$ cat config.mk
export PLATFORM = sky130hd
export DESIGN_NAME = worley_cell_noise
export DESIGN_NICKNAME = d
export VERILOG_FILES = /design/src/hw/rtl/wcn_pkg.sv /design/src/hw/rtl/worley_cell_noise.sv /design/src/hw/rtl/wcn_ctrl.sv /design/src/hw/rtl/wcn_dp.sv
export SDC_FILE = /design/constraint.sdc
export NUM_CORES = 2
export LEC_CHECK = 0
export BUFFER_PORTS_ARGS = -buffer_cell sky130_fd_sc_hd__buf_2
export CAP_MARGIN = 5
export CORE_ASPECT_RATIO = 2
export CORE_MARGIN = 5
export CORE_UTILIZATION = 29
export CTS_BUF_LIST = sky130_fd_sc_hd__clkbuf_8
export CTS_CLUSTER_DIAMETER = 60
export CTS_CLUSTER_SIZE = 10
export DETAILED_ROUTE_END_ITERATION = 10
export PLACE_DENSITY = 0.49
export SETUP_SLACK_MARGIN = 0.15
export SLEW_MARGIN = 15
export SYNTH_ARGS = -nofsm -noshare
export SYNTH_HDL_FRONTEND = slang
export SYNTH_HIERARCHICAL = 1
export SYNTH_SLANG_ARGS = --single-unit
export TNS_END_PERCENT = 100
$ cat constraint.sdc
create_clock -name clk -period 19.55 [get_ports clk]
set_input_delay 0 -clock clk [delete_from_list [all_inputs] [get_ports clk]]
set_output_delay 0 -clock clk [all_outputs]
set_load 0.005 [all_outputs]
$ cat src/hw/rtl/wcn_pkg.sv
// Shared types, constants and helper functions for the cellular noise block.
// No dependencies; every other file of the block depends on this package.
`default_nettype none
package wcn_pkg;
    localparam logic [31:0] HASH_MUL_X = 32'h1B873593;
    localparam logic [31:0] HASH_MUL_Y = 32'h19088711;
    localparam logic [31:0] HASH_MUL_Z = 32'hB2D05E13;
    localparam logic [31:0] HASH_MIX   = 32'hCC9E2D51;
    localparam logic [3:0]  MAX_CELL_LOG = 4'd14;
    localparam logic [2:0]  MAX_DOTS_LOG = 3'd4;

    localparam int CFG_IDX_W = 3;
    localparam logic [CFG_IDX_W-1:0] REG_SEED        = 3'd0;
    localparam logic [CFG_IDX_W-1:0] REG_CELL_LOG    = 3'd1;
    localparam logic [CFG_IDX_W-1:0] REG_DOTS_LOG    = 3'd2;
    localparam logic [CFG_IDX_W-1:0] REG_SCALE_PLANE = 3'd3;
    localparam logic [CFG_IDX_W-1:0] REG_SCALE_SPACE = 3'd4;

    typedef struct packed {
        logic        func;
        logic [31:0] coord_x;
        logic [31:0] coord_y;
        logic [31:0] coord_z;
    } wcn_in_t;

    typedef struct packed {
        logic [31:0] noise_value;
        logic        saturated;
    } wcn_out_t;

    // Datapath operations issued by the controller, one per cycle.
    localparam int OP_W = 3;
    localparam logic [OP_W-1:0] OP_NOP    = 3'd0;
    localparam logic [OP_W-1:0] OP_LOAD   = 3'd1; // latch item, set best to all ones
    localparam logic [OP_W-1:0] OP_HSUM   = 3'd2; // cell hash: multiply-add term
    localparam logic [OP_W-1:0] OP_HMIX   = 3'd3; // cell hash: shift and mix
    localparam logic [OP_W-1:0] OP_DOT    = 3'd4; // xorshift, place dot, diffs
    localparam logic [OP_W-1:0] OP_DIST   = 3'd5; // square one axis, accumulate
    localparam logic [OP_W-1:0] OP_SCALE  = 3'd6; // final scale multiply
    localparam logic [OP_W-1:0] OP_RESULT = 3'd7; // saturate into output reg

    typedef struct packed {
        logic [OP_W-1:0] op;
        logic [1:0]      term;   // hash term or distance axis
        logic [1:0]      ox;     // neighbor offset code: 0 -> -1, 1 -> 0, 2 -> +1
        logic [1:0]      oy;
        logic [1:0]      oz;
        logic            first;  // first axis of a dot distance
        logic            last;   // last axis of a dot distance
    } wcn_cmd_t;

    typedef struct packed {
        logic       space;
        logic [4:0] dot_count; // 1 to 16
    } wcn_stat_t;

    function automatic logic [31:0] xs32(input logic [31:0] v);
        logic [31:0] a;
        logic [31:0] b;
        a = v ^ (v << 13);
        b = a ^ (a >> 17);
        return b ^ (b << 5);
    endfunction
endpackage
`default_nettype wire

$ cat src/hw/rtl/worley_cell_noise.sv
// Cellular noise block top level: configuration registers, controller, datapath.
// Depends on wcn_pkg, wcn_ctrl and wcn_dp.
// A search covers 9 cells (2D) or 27 (3D), 1 to 16 dots per cell, 2 or 3 axes.
// One transaction at a time; the next accept can come in the cycle after the result loads.
// Reset is asynchronous active low and restores the register defaults.
`default_nettype none
module worley_cell_noise (
    input  wire logic                          clk,
    input  wire logic                          rst_n,
    input  wire logic                          in_valid,
    output logic                               in_ready,
    input  wire wcn_pkg::wcn_in_t              in_data,
    output logic                               out_valid,
    input  wire logic                          out_ready,
    output wcn_pkg::wcn_out_t                  out_data,
    input  wire logic                          cfg_we,
    input  wire logic [wcn_pkg::CFG_IDX_W-1:0] cfg_index,
    input  wire logic [31:0]                   cfg_data
);
    import wcn_pkg::*;

    logic [31:0] seed_reg;
    logic [3:0]  cell_log_reg;
    logic [2:0]  dots_log_reg;
    logic [31:0] scale_plane_reg;
    logic [31:0] scale_space_reg;
    wcn_cmd_t    cmd;
    wcn_stat_t   stat;

    always_ff @(posedge clk or negedge rst_n)
    begin
        if (!rst_n)
        begin
            seed_reg <= 32'd0;
            cell_log_reg <= 4'd8;
            dots_log_reg <= 3'd2;
            scale_plane_reg <= 32'd1;
            scale_space_reg <= 32'd1;
        end
        else if (cfg_we)
        begin
            case (cfg_index)
                REG_SEED:        seed_reg <= cfg_data;
                REG_CELL_LOG:    cell_log_reg <= cfg_data[3:0];
                REG_DOTS_LOG:    dots_log_reg <= cfg_data[2:0];
                REG_SCALE_PLANE: scale_plane_reg <= cfg_data;
                REG_SCALE_SPACE: scale_space_reg <= cfg_data;
                default:
                begin
                end
            endcase
        end
    end

    wcn_ctrl u_ctrl (
        .clk       (clk),
        .rst_n     (rst_n),
        .in_valid  (in_valid),
        .in_ready  (in_ready),
        .out_valid (out_valid),
        .out_ready (out_ready),
        .stat      (stat),
        .cmd       (cmd)
    );

    wcn_dp u_dp (
        .clk         (clk),
        .cmd         (cmd),
        .in_item     (in_data),
        .seed        (seed_reg),
        .cell_log    (cell_log_reg),
        .dots_log    (dots_log_reg),
        .scale_plane (scale_plane_reg),
        .scale_space (scale_space_reg),
        .stat        (stat),
        .out_item    (out_data)
    );
endmodule
`default_nettype wire

$ cat src/hw/rtl/wcn_ctrl.sv
// Controller for the cellular noise block: sequences cells, hash steps and dots.
// Depends on wcn_pkg; drives wcn_dp through a command struct.
`default_nettype none
module wcn_ctrl (
    input  wire logic              clk,
    input  wire logic              rst_n,
    input  wire logic              in_valid,
    output logic                   in_ready,
    output logic                   out_valid,
    input  wire logic              out_ready,
    input  wire wcn_pkg::wcn_stat_t stat,
    output wcn_pkg::wcn_cmd_t      cmd
);
    import wcn_pkg::*;

    localparam logic [2:0] S_IDLE  = 3'd0;
    localparam logic [2:0] S_HSUM  = 3'd1;
    localparam logic [2:0] S_HMIX  = 3'd2;
    localparam logic [2:0] S_DOT   = 3'd3;
    localparam logic [2:0] S_DIST  = 3'd4;
    localparam logic [2:0] S_SCALE = 3'd5;
    localparam logic [2:0] S_RES   = 3'd6;

    logic [2:0] state_reg, state_next;
    logic [1:0] term_reg, term_next;
    logic [1:0] ox_reg, ox_next, oy_reg, oy_next, oz_reg, oz_next;
    logic [4:0] dot_reg, dot_next;
    logic       out_valid_reg, out_valid_next;
    logic [1:0] last_axis;
    logic       last_cell;

    assign last_axis = stat.space ? 2'd2 : 2'd1;
    assign last_cell = (ox_reg == 2'd2) && (oy_reg == 2'd2)
                       && (!stat.space || oz_reg == 2'd2);
    assign in_ready  = (state_reg == S_IDLE);
    assign out_valid = out_valid_reg;

    always_comb
    begin
        state_next = state_reg;
        term_next = term_reg;
        ox_next = ox_reg;
        oy_next = oy_reg;
        oz_next = oz_reg;
        dot_next = dot_reg;
        out_valid_next = out_valid_reg;
        cmd = '0;
        cmd.op = OP_NOP;
        cmd.term = term_reg;
        cmd.ox = ox_reg;
        cmd.oy = oy_reg;
        cmd.oz = oz_reg;
        cmd.first = (term_reg == 2'd0);
        cmd.last = (term_reg == last_axis);
        if (out_valid_reg && out_ready)
        begin
            out_valid_next = 1'b0;
        end
        case (state_reg)
            S_IDLE:
            begin
                if (in_valid)
                begin
                    cmd.op = OP_LOAD;
                    state_next = S_HSUM;
                    term_next = 2'd0;
                    ox_next = 2'd0;
                    oy_next = 2'd0;
                    oz_next = 2'd0;
                end
            end
            S_HSUM:
            begin
                cmd.op = OP_HSUM;
                if (term_reg == 2'd2)
                begin
                    state_next = S_HMIX;
                    term_next = 2'd0;
                end
                else
                begin
                    term_next = term_reg + 2'd1;
                end
            end
            S_HMIX:
            begin
                cmd.op = OP_HMIX;
                state_next = S_DOT;
                dot_next = 5'd0;
            end
            S_DOT:
            begin
                cmd.op = OP_DOT;
                state_next = S_DIST;
                term_next = 2'd0;
            end
            S_DIST:
            begin
                cmd.op = OP_DIST;
                if (term_reg == last_axis)
                begin
                    term_next = 2'd0;
                    if (dot_reg + 5'd1 == stat.dot_count)
                    begin
                        if (last_cell)
                        begin
                            state_next = S_SCALE;
                        end
                        else
                        begin
                            state_next = S_HSUM;
                            if (ox_reg != 2'd2)
                            begin
                                ox_next = ox_reg + 2'd1;
                            end
                            else
                            begin
                                ox_next = 2'd0;
                                if (oy_reg != 2'd2)
                                begin
                                    oy_next = oy_reg + 2'd1;
                                end
                                else
                                begin
                                    oy_next = 2'd0;
                                    oz_next = oz_reg + 2'd1;
                                end
                            end
                        end
                    end
                    else
                    begin
                        dot_next = dot_reg + 5'd1;
                        state_next = S_DOT;
                    end
                end
                else
                begin
                    term_next = term_reg + 2'd1;
                end
            end
            S_SCALE:
            begin
                cmd.op = OP_SCALE;
                state_next = S_RES;
            end
            S_RES:
            begin
                // Waits until the output register is free.
                if (!out_valid_reg || out_ready)
                begin
                    cmd.op = OP_RESULT;
                    out_valid_next = 1'b1;
                    state_next = S_IDLE;
                end
            end
            default:
            begin
                state_next = S_IDLE;
            end
        endcase
    end

    always_ff @(posedge clk or negedge rst_n)
    begin
        if (!rst_n)
        begin
            state_reg <= S_IDLE;
            term_reg <= '0;
            ox_reg <= '0;
            oy_reg <= '0;
            oz_reg <= '0;
            dot_reg <= '0;
            out_valid_reg <= 1'b0;
        end
        else
        begin
            state_reg <= state_next;
            term_reg <= term_next;
            ox_reg <= ox_next;
            oy_reg <= oy_next;
            oz_reg <= oz_next;
            dot_reg <= dot_next;
            out_valid_reg <= out_valid_next;
        end
    end
endmodule
`default_nettype wire

$ cat src/hw/rtl/wcn_dp.sv
// Datapath for the cellular noise block: hash, dot placement, distance, scale.
// Depends on wcn_pkg; one shared 32x32 multiplier serves every product.
`default_nettype none
module wcn_dp (
    input  wire logic              clk,
    input  wire wcn_pkg::wcn_cmd_t cmd,
    input  wire wcn_pkg::wcn_in_t  in_item,
    input  wire logic [31:0]       seed,
    input  wire logic [3:0]        cell_log,
    input  wire logic [2:0]        dots_log,
    input  wire logic [31:0]       scale_plane,
    input  wire logic [31:0]       scale_space,
    output wcn_pkg::wcn_stat_t     stat,
    output wcn_pkg::wcn_out_t      out_item
);
    import wcn_pkg::*;

    logic        space_reg;
    logic [31:0] x_reg, y_reg, z_reg;
    logic [3:0]  gp_reg;
    logic [3:0]  mask_reg;
    logic [31:0] h_reg, h_next;
    logic [4:0]  count_reg;
    logic [31:0] best_reg;
    logic [31:0] acc_reg;
    logic [15:0] dx_reg, dy_reg, dz_reg; // signed differences, |d| < 2^15
    logic [63:0] prod_reg;
    logic [31:0] ma, mb;
    logic [63:0] mprod;
    logic [31:0] cell_base, cell_idx;
    logic [1:0]  off_code;
    logic [31:0] cellmask;
    logic [16:0] edge_len;
    logic [16:0] px, py, pz, fx, fy, fz;
    logic [16:0] sx, sy, sz;
    logic [15:0] sq_in;
    logic [15:0] sq_abs;
    logic [32:0] acc_sum;
    logic [31:0] dist_sum;
    logic [2:0]  dl;

    assign dl = (dots_log > MAX_DOTS_LOG) ? MAX_DOTS_LOG : dots_log;
    assign cellmask = (32'd1 << gp_reg) - 32'd1;
    assign edge_len = 17'd1 << gp_reg;
    assign stat.space = space_reg;
    assign stat.dot_count = count_reg;

    // Cell index and its multiplier for the current hash term.
    always_comb
    begin
        case (cmd.term)
            2'd0:
            begin
                cell_base = x_reg >> gp_reg;
                off_code = cmd.ox;
                mb = HASH_MUL_X;
            end
            2'd1:
            begin
                cell_base = y_reg >> gp_reg;
                off_code = cmd.oy;
                mb = HASH_MUL_Y;
            end
            default:
            begin
                cell_base = z_reg >> gp_reg;
                off_code = cmd.oz;
                mb = HASH_MUL_Z;
            end
        endcase
        cell_idx = cell_base + {{30{off_code == 2'd0}}, off_code == 2'd0 ? 2'b11 :
                   (off_code == 2'd2 ? 2'b01 : 2'b00)};
        if (cmd.term == 2'd2 && !space_reg)
        begin
            cell_idx = '0;
        end
    end

    // Axis difference for squaring: pick the axis, take magnitude.
    always_comb
    begin
        case (cmd.term)
            2'd0: sq_in = dx_reg;
            2'd1: sq_in = dy_reg;
            default: sq_in = dz_reg;
        endcase
        sq_abs = sq_in[15] ? (16'd0 - sq_in) : sq_in;
    end

    always_comb
    begin
        ma = cell_idx;
        case (cmd.op)
            OP_HMIX:
            begin
                ma = h_reg ^ (h_reg >> 5);
            end
            OP_DIST:
            begin
                ma = {16'd0, sq_abs};
            end
            OP_SCALE:
            begin
                ma = best_reg;
            end
            default:
            begin
                ma = cell_idx;
            end
        endcase
    end

    always_comb
    begin
        logic [31:0] mbx;
        mbx = mb;
        case (cmd.op)
            OP_HMIX:  mbx = HASH_MIX;
            OP_DIST:  mbx = {16'd0, sq_abs};
            OP_SCALE: mbx = space_reg ? scale_space : scale_plane;
            default:  mbx = mb;
        endcase
        mprod = {32'd0, ma} * {32'd0, mbx};
    end

    // Dot position and offset of the point relative to the examined cell.
    always_comb
    begin
        h_next = xs32(h_reg);
        if (space_reg)
        begin
            px = 17'(({22'd0, h_next[9:0]} << gp_reg) >> 10);
            py = 17'(({22'd0, h_next[19:10]} << gp_reg) >> 10);
            pz = 17'(({22'd0, h_next[29:20]} << gp_reg) >> 10);
        end
        else
        begin
            px = 17'(({15'd0, h_next[15:0]} << gp_reg) >> 16);
            py = 17'(({15'd0, h_next[31:16]} << gp_reg) >> 16);
            pz = '0;
        end
        fx = {1'b0, x_reg[15:0] & cellmask[15:0]};
        fy = {1'b0, y_reg[15:0] & cellmask[15:0]};
        fz = space_reg ? {1'b0, z_reg[15:0] & cellmask[15:0]} : 17'd0;
        // Offset relative to cell (o - 1): f - (o-1)*edge.
        sx = fx - ((cmd.ox == 2'd0) ? (17'd0 - edge_len) :
                   ((cmd.ox == 2'd2) ? edge_len : 17'd0));
        sy = fy - ((cmd.oy == 2'd0) ? (17'd0 - edge_len) :
                   ((cmd.oy == 2'd2) ? edge_len : 17'd0));
        sz = fz - (!space_reg ? 17'd0 : ((cmd.oz == 2'd0) ? (17'd0 - edge_len) :
                   ((cmd.oz == 2'd2) ? edge_len : 17'd0)));
    end

    assign acc_sum = (cmd.first ? 33'd0 : {1'b0, acc_reg}) + {1'b0, mprod[31:0]};
    assign dist_sum = acc_sum[31:0];

    always_ff @(posedge clk)
    begin
        case (cmd.op)
            OP_LOAD:
            begin
                space_reg <= in_item.func;
                x_reg <= in_item.coord_x;
                y_reg <= in_item.coord_y;
                z_reg <= in_item.coord_z;
                gp_reg <= (cell_log > MAX_CELL_LOG) ? MAX_CELL_LOG : cell_log;
                mask_reg <= 4'((5'd1 << dl) - 5'd1);
                best_reg <= 32'hFFFFFFFF;
                h_reg <= seed;
                acc_reg <= seed;
            end
            OP_HSUM:
            begin
                if (cmd.term == 2'd0)
                begin
                    h_reg <= seed + mprod[31:0];
                end
                else
                begin
                    h_reg <= h_reg + mprod[31:0];
                end
            end
            OP_HMIX:
            begin
                h_reg <= mprod[31:0];
                // The dot count comes from the mixed hash before any xorshift step.
                count_reg <= {1'b0, mask_reg & mprod[18:15]} + 5'd1;
            end
            OP_DOT:
            begin
                h_reg <= h_next;
                dx_reg <= 16'(px - sx);
                dy_reg <= 16'(py - sy);
                dz_reg <= 16'(pz - sz);
            end
            OP_DIST:
            begin
                acc_reg <= dist_sum;
                if (cmd.last && dist_sum < best_reg)
                begin
                    best_reg <= dist_sum;
                end
            end
            OP_SCALE:
            begin
                prod_reg <= mprod;
            end
            OP_RESULT:
            begin
                if (prod_reg >= 64'hFFFFFFFF)
                begin
                    out_item.noise_value <= 32'hFFFFFFFF;
                    out_item.saturated <= 1'b1;
                end
                else
                begin
                    out_item.noise_value <= prod_reg[31:0];
                    out_item.saturated <= 1'b0;
                end
            end
            default:
            begin
            end
        endcase
    end
endmodule
`default_nettype wire

==> impl_metrics.sql <==
INSERT INTO impl_metrics (metric_group, metric, value, unit) VALUES
('run_status', 'run_status', 'complete, no violations', ''),
('place', 'place.port_buffers', '171', ''),
('synth', 'ys_ff_latch', '471', ''),
('synth', 'synth.yosys.warnings', '6', ''),
('detailed_routing', 'routed-via-count', '56000', ''),
('place', 'detailedPlacementHpwl', '258000', 'µm'),
('worst_setup_path', 'critPathSlowestCell', 'dfrtp_4', ''),
('synth', 'synth_enable_flop_cells', '351', ''),
('cells_and_area', 'finalNetCount', '9076', ''),
('timing', 'finClkSkew', '0.0622', 'ns'),
('global_route', 'track_usage', '26.1', '%'),
('worst_setup_path', 'crit_buf_inv', '7', ''),
('timing', 'finalMaxSlewViolations', '0', ''),
('detailed_routing', 'ant_nets', '0', ''),
('timing', 'grt_setup_unrepaired', 'no', ''),
('global_route', 'first_global_vias', '61200', ''),
('min_path', 'hp-start', 'cfg_data[6]', ''),
('worst_setup_path', 'path_class', 'reg -> reg', ''),
('synth', 'largest_area_contributor_in_the_synthesized_netlist', 'fa_1', ''),
('clock_network', 'cts_made_buffers', '58', ''),
('synth', 'synth_sequential_area_ratio', '20.5', '%'),
('timing', 'period_needed', '16.76', 'ns'),
('detailed_routing', 'detailed_route_wire_length_per_cell', '29.9', 'µm'),
('synth', 'synth_fa_ha_area_share', '36.9', '%'),
('timing', 'report.final.setup_viol', '0', ''),
('min_path', 'holdCritPathClass', 'in -> reg', ''),
('synth', 'syn_nets', '8735', ''),
('detailed_routing', 'detail_route.wirelength', '317000', 'µm'),
('place', 'dpl.cell_count', '10200', ''),
('timing', 'final-hold-violation-count', '0', ''),
('detailed_routing', 'detail_route.first_pass.iterations', '6', ''),
('synth', 'async_reset_ff_share', '25.5', '%'),
('floorplan', 'dieHeight', '685', 'µm'),
('cells_and_area', 'finalNonFillerCells', '10600', ''),
('timing', 'maxClockFrequency', '59.7', 'MHz'),
('synth', 'synth_xor_area_share', '3.87', '%'),
('worst_setup_path', 'rr_startpoint', 'u_ctrl/term_reg[0]', ''),
('min_path', 'hold-path-cell-count', '3', ''),
('global_route', 'antenna_found_initial', '16', ''),
('worst_setup_path', 'worst_ep_arrival_time', '17.27', 'ns'),
('detailed_routing', 'viasPerCell', '5.28', ''),
('cells_and_area', 'largest_register_ffs', '64', ''),
('synth', 'ys.flop_type', 'edfxtp_1', ''),
('synth', 'post_synth_and_or_nand_nor_area_fraction', '14.5', '%'),
('synth', 'avgSynthCellArea', '9.15', 'µm²'),
('clock_network', 'clkLatencyLatePin', '0.88', 'ns'),
('place', 'place_area', '71300', 'µm²'),
('timing', 'worst_pin_slew', '1.23', 'ns'),
('flow_run', 'max-cap-violations', '0', ''),
('worst_setup_path', 'cpMostUsedCell', 'fa_1', ''),
('floorplan', 'initial_core_util', '29.2', '%'),
('detailed_routing', 'initial_detailed_routing_violation_count', '3967', ''),
('floorplan', 'die_w', '347', 'µm'),
('global_route', 'grt_start_max_net_pins', '106', ''),
('floorplan', 'coreArea', '227000', 'µm²'),
('worst_setup_path', 'cp_top_family', 'adder cells', ''),
('worst_setup_path', 'cp-end-kind', 'flop', ''),
('synth', 'synth_top_cell_area_share', '28.6', '%'),
('worst_setup_path', 'worst-r2r-setup-slack', '2.79', 'ns'),
('place', 'gp_routability_congestion', '1.01', ''),
('clock_network', 'clock_tree.htree_level_count', '2', ''),
('cells_and_area', 'n_fill_cell', '23500', ''),
('synth', 'synth_compound_area_share', '10.5', '%'),
('worst_setup_path', 'timing.critical_path.depth', '57', ''),
('worst_setup_path', 'reg2regPathDepth', '57', ''),
('floorplan', 'design.die.area', '238000', 'µm²'),
('floorplan', 'floorplan.io_pins', '172', ''),
('synth', 'netlist_instances', '7219', ''),
('worst_setup_path', 'startpoint_type', 'flop', ''),
('cells_and_area', 'finalInstanceArea', '74900', 'µm²'),
('floorplan', 'placement_rows', '247', '');
final cells by class:
cell class / count / area (µm²) / area share, %
sequential: 471 / 13600 / 18.1
tap: 2988 / 3740 / 4.99
timing repair buffer: 653 / 5150 / 6.87
clock buffer: 61 / 840 / 1.12
clock inverter: 37 / 224 / 0.299
antenna: 19 / 47.5 / 0.0635
multi-input combinational: 5283 / 47300 / 63.1
inverter: 1093 / 4110 / 5.48
per-layer routing:
layer | part of all wire, % | track usage (%) | up-vias
li1 | - | - | 24000
met5 | 0.0041 | 0 | -
met1 | 29 | 22.8 | 28400
met2 | 51 | 47.5 | 2344
met4 | 15 | 30.1 | 2
met3 | 4.5 | 3.52 | 1215
cell usage after synthesis, drive strengths merged (20+ instances only):
master	n
a211oi	31
a21o	99
a21oi	303
a22oi	22
a31oi	30
and2	86
and3	47
buf	62
clkbuf	310
dfrtp	116
edfxtp	351
fa	944
ha	435
inv	1092
mux2	156
mux2i	170
nand2	1000
nand2b	84
nand3	72
nand4	27
nor2	649
nor2b	78
nor3	57
nor4	23
o211ai	31
o21a	50
o21ai	274
o21bai	38
o22ai	43
or2	20
xnor2	210
xor2	82
per-stage QoR:
stage / utilization [%] / hold WS (ns) / setup WS, ns
2_1_floorplan: - / -0.296 / 3.95
3_3_place_gp: 31.5 / -0.000935 / 2.93
3_5_place_dp: 31.5 / 0.00172 / 2.92
4_1_cts: 33.0 / 0.00585 / 2.77
5_1_grt: 33.1 / 0.0395 / 1.95
6_report: 33.1 / 0.0230 / 2.79
worst register-to-register path, delay by kind of cell (launching register included):
| family | cells | cell delay, ns |
|---|---|---|
| adders and majority gates | 14 | 6.28 |
| AOI/OAI and AO/OA | 20 | 4.90 |
| and+or+nand+nor | 10 | 2.22 |
| buffers and inverters | 7 | 0.90 |
| DFF | 1 | 0.88 |
| muxes | 4 | 0.84 |
| xor gates and xnor gates | 2 | 0.40 |
kinds of logic after synthesis:
family                     Yosys count
AOI/OAI and AO/OA                 1090
xor gates and xnor gates           292
adders and majority gates         1382
buffers and inverters             1465
DFF                                471
muxes                              328
and+or+nand+nor                   2191
worst max path at each step:
stage	from	endpoint
after global routing	u_ctrl/term_reg[0]	u_dp/best_reg[3]
after CTS	u_ctrl/term_reg[0]	u_dp/best_reg[3]
final	u_ctrl/term_reg[0]	u_dp/best_reg[3]
after global placement	u_ctrl/term_reg[0]	u_dp/best_reg[9]
after floorplan	u_ctrl/term_reg[1]	u_dp/best_reg[0]
after detailed placement	u_ctrl/term_reg[0]	u_dp/best_reg[9]
placed cells by master, fill, tap and decap left out, types with 234 or more instances in the layout:
| cell | instances |
|---|---|
| a21oi_1 | 294 |
| buf_4 | 234 |
| dlygate4sd3_1 | 245 |
| edfxtp_1 | 351 |
| fa_1 | 944 |
| ha_1 | 435 |
| inv_1 | 1110 |
| nand2_1 | 998 |
| nor2_1 | 639 |
| o21ai_0 | 246 |
what timing repair did:
action,in CTS,in global routing
endpoints found under the hold margin,330,0
setup buffers,0,0
hold buffers,246,0
Power is left out: the tool's default activity adds up to more than one toggle a clock period on the data nets, which glitch-free logic cannot reach.
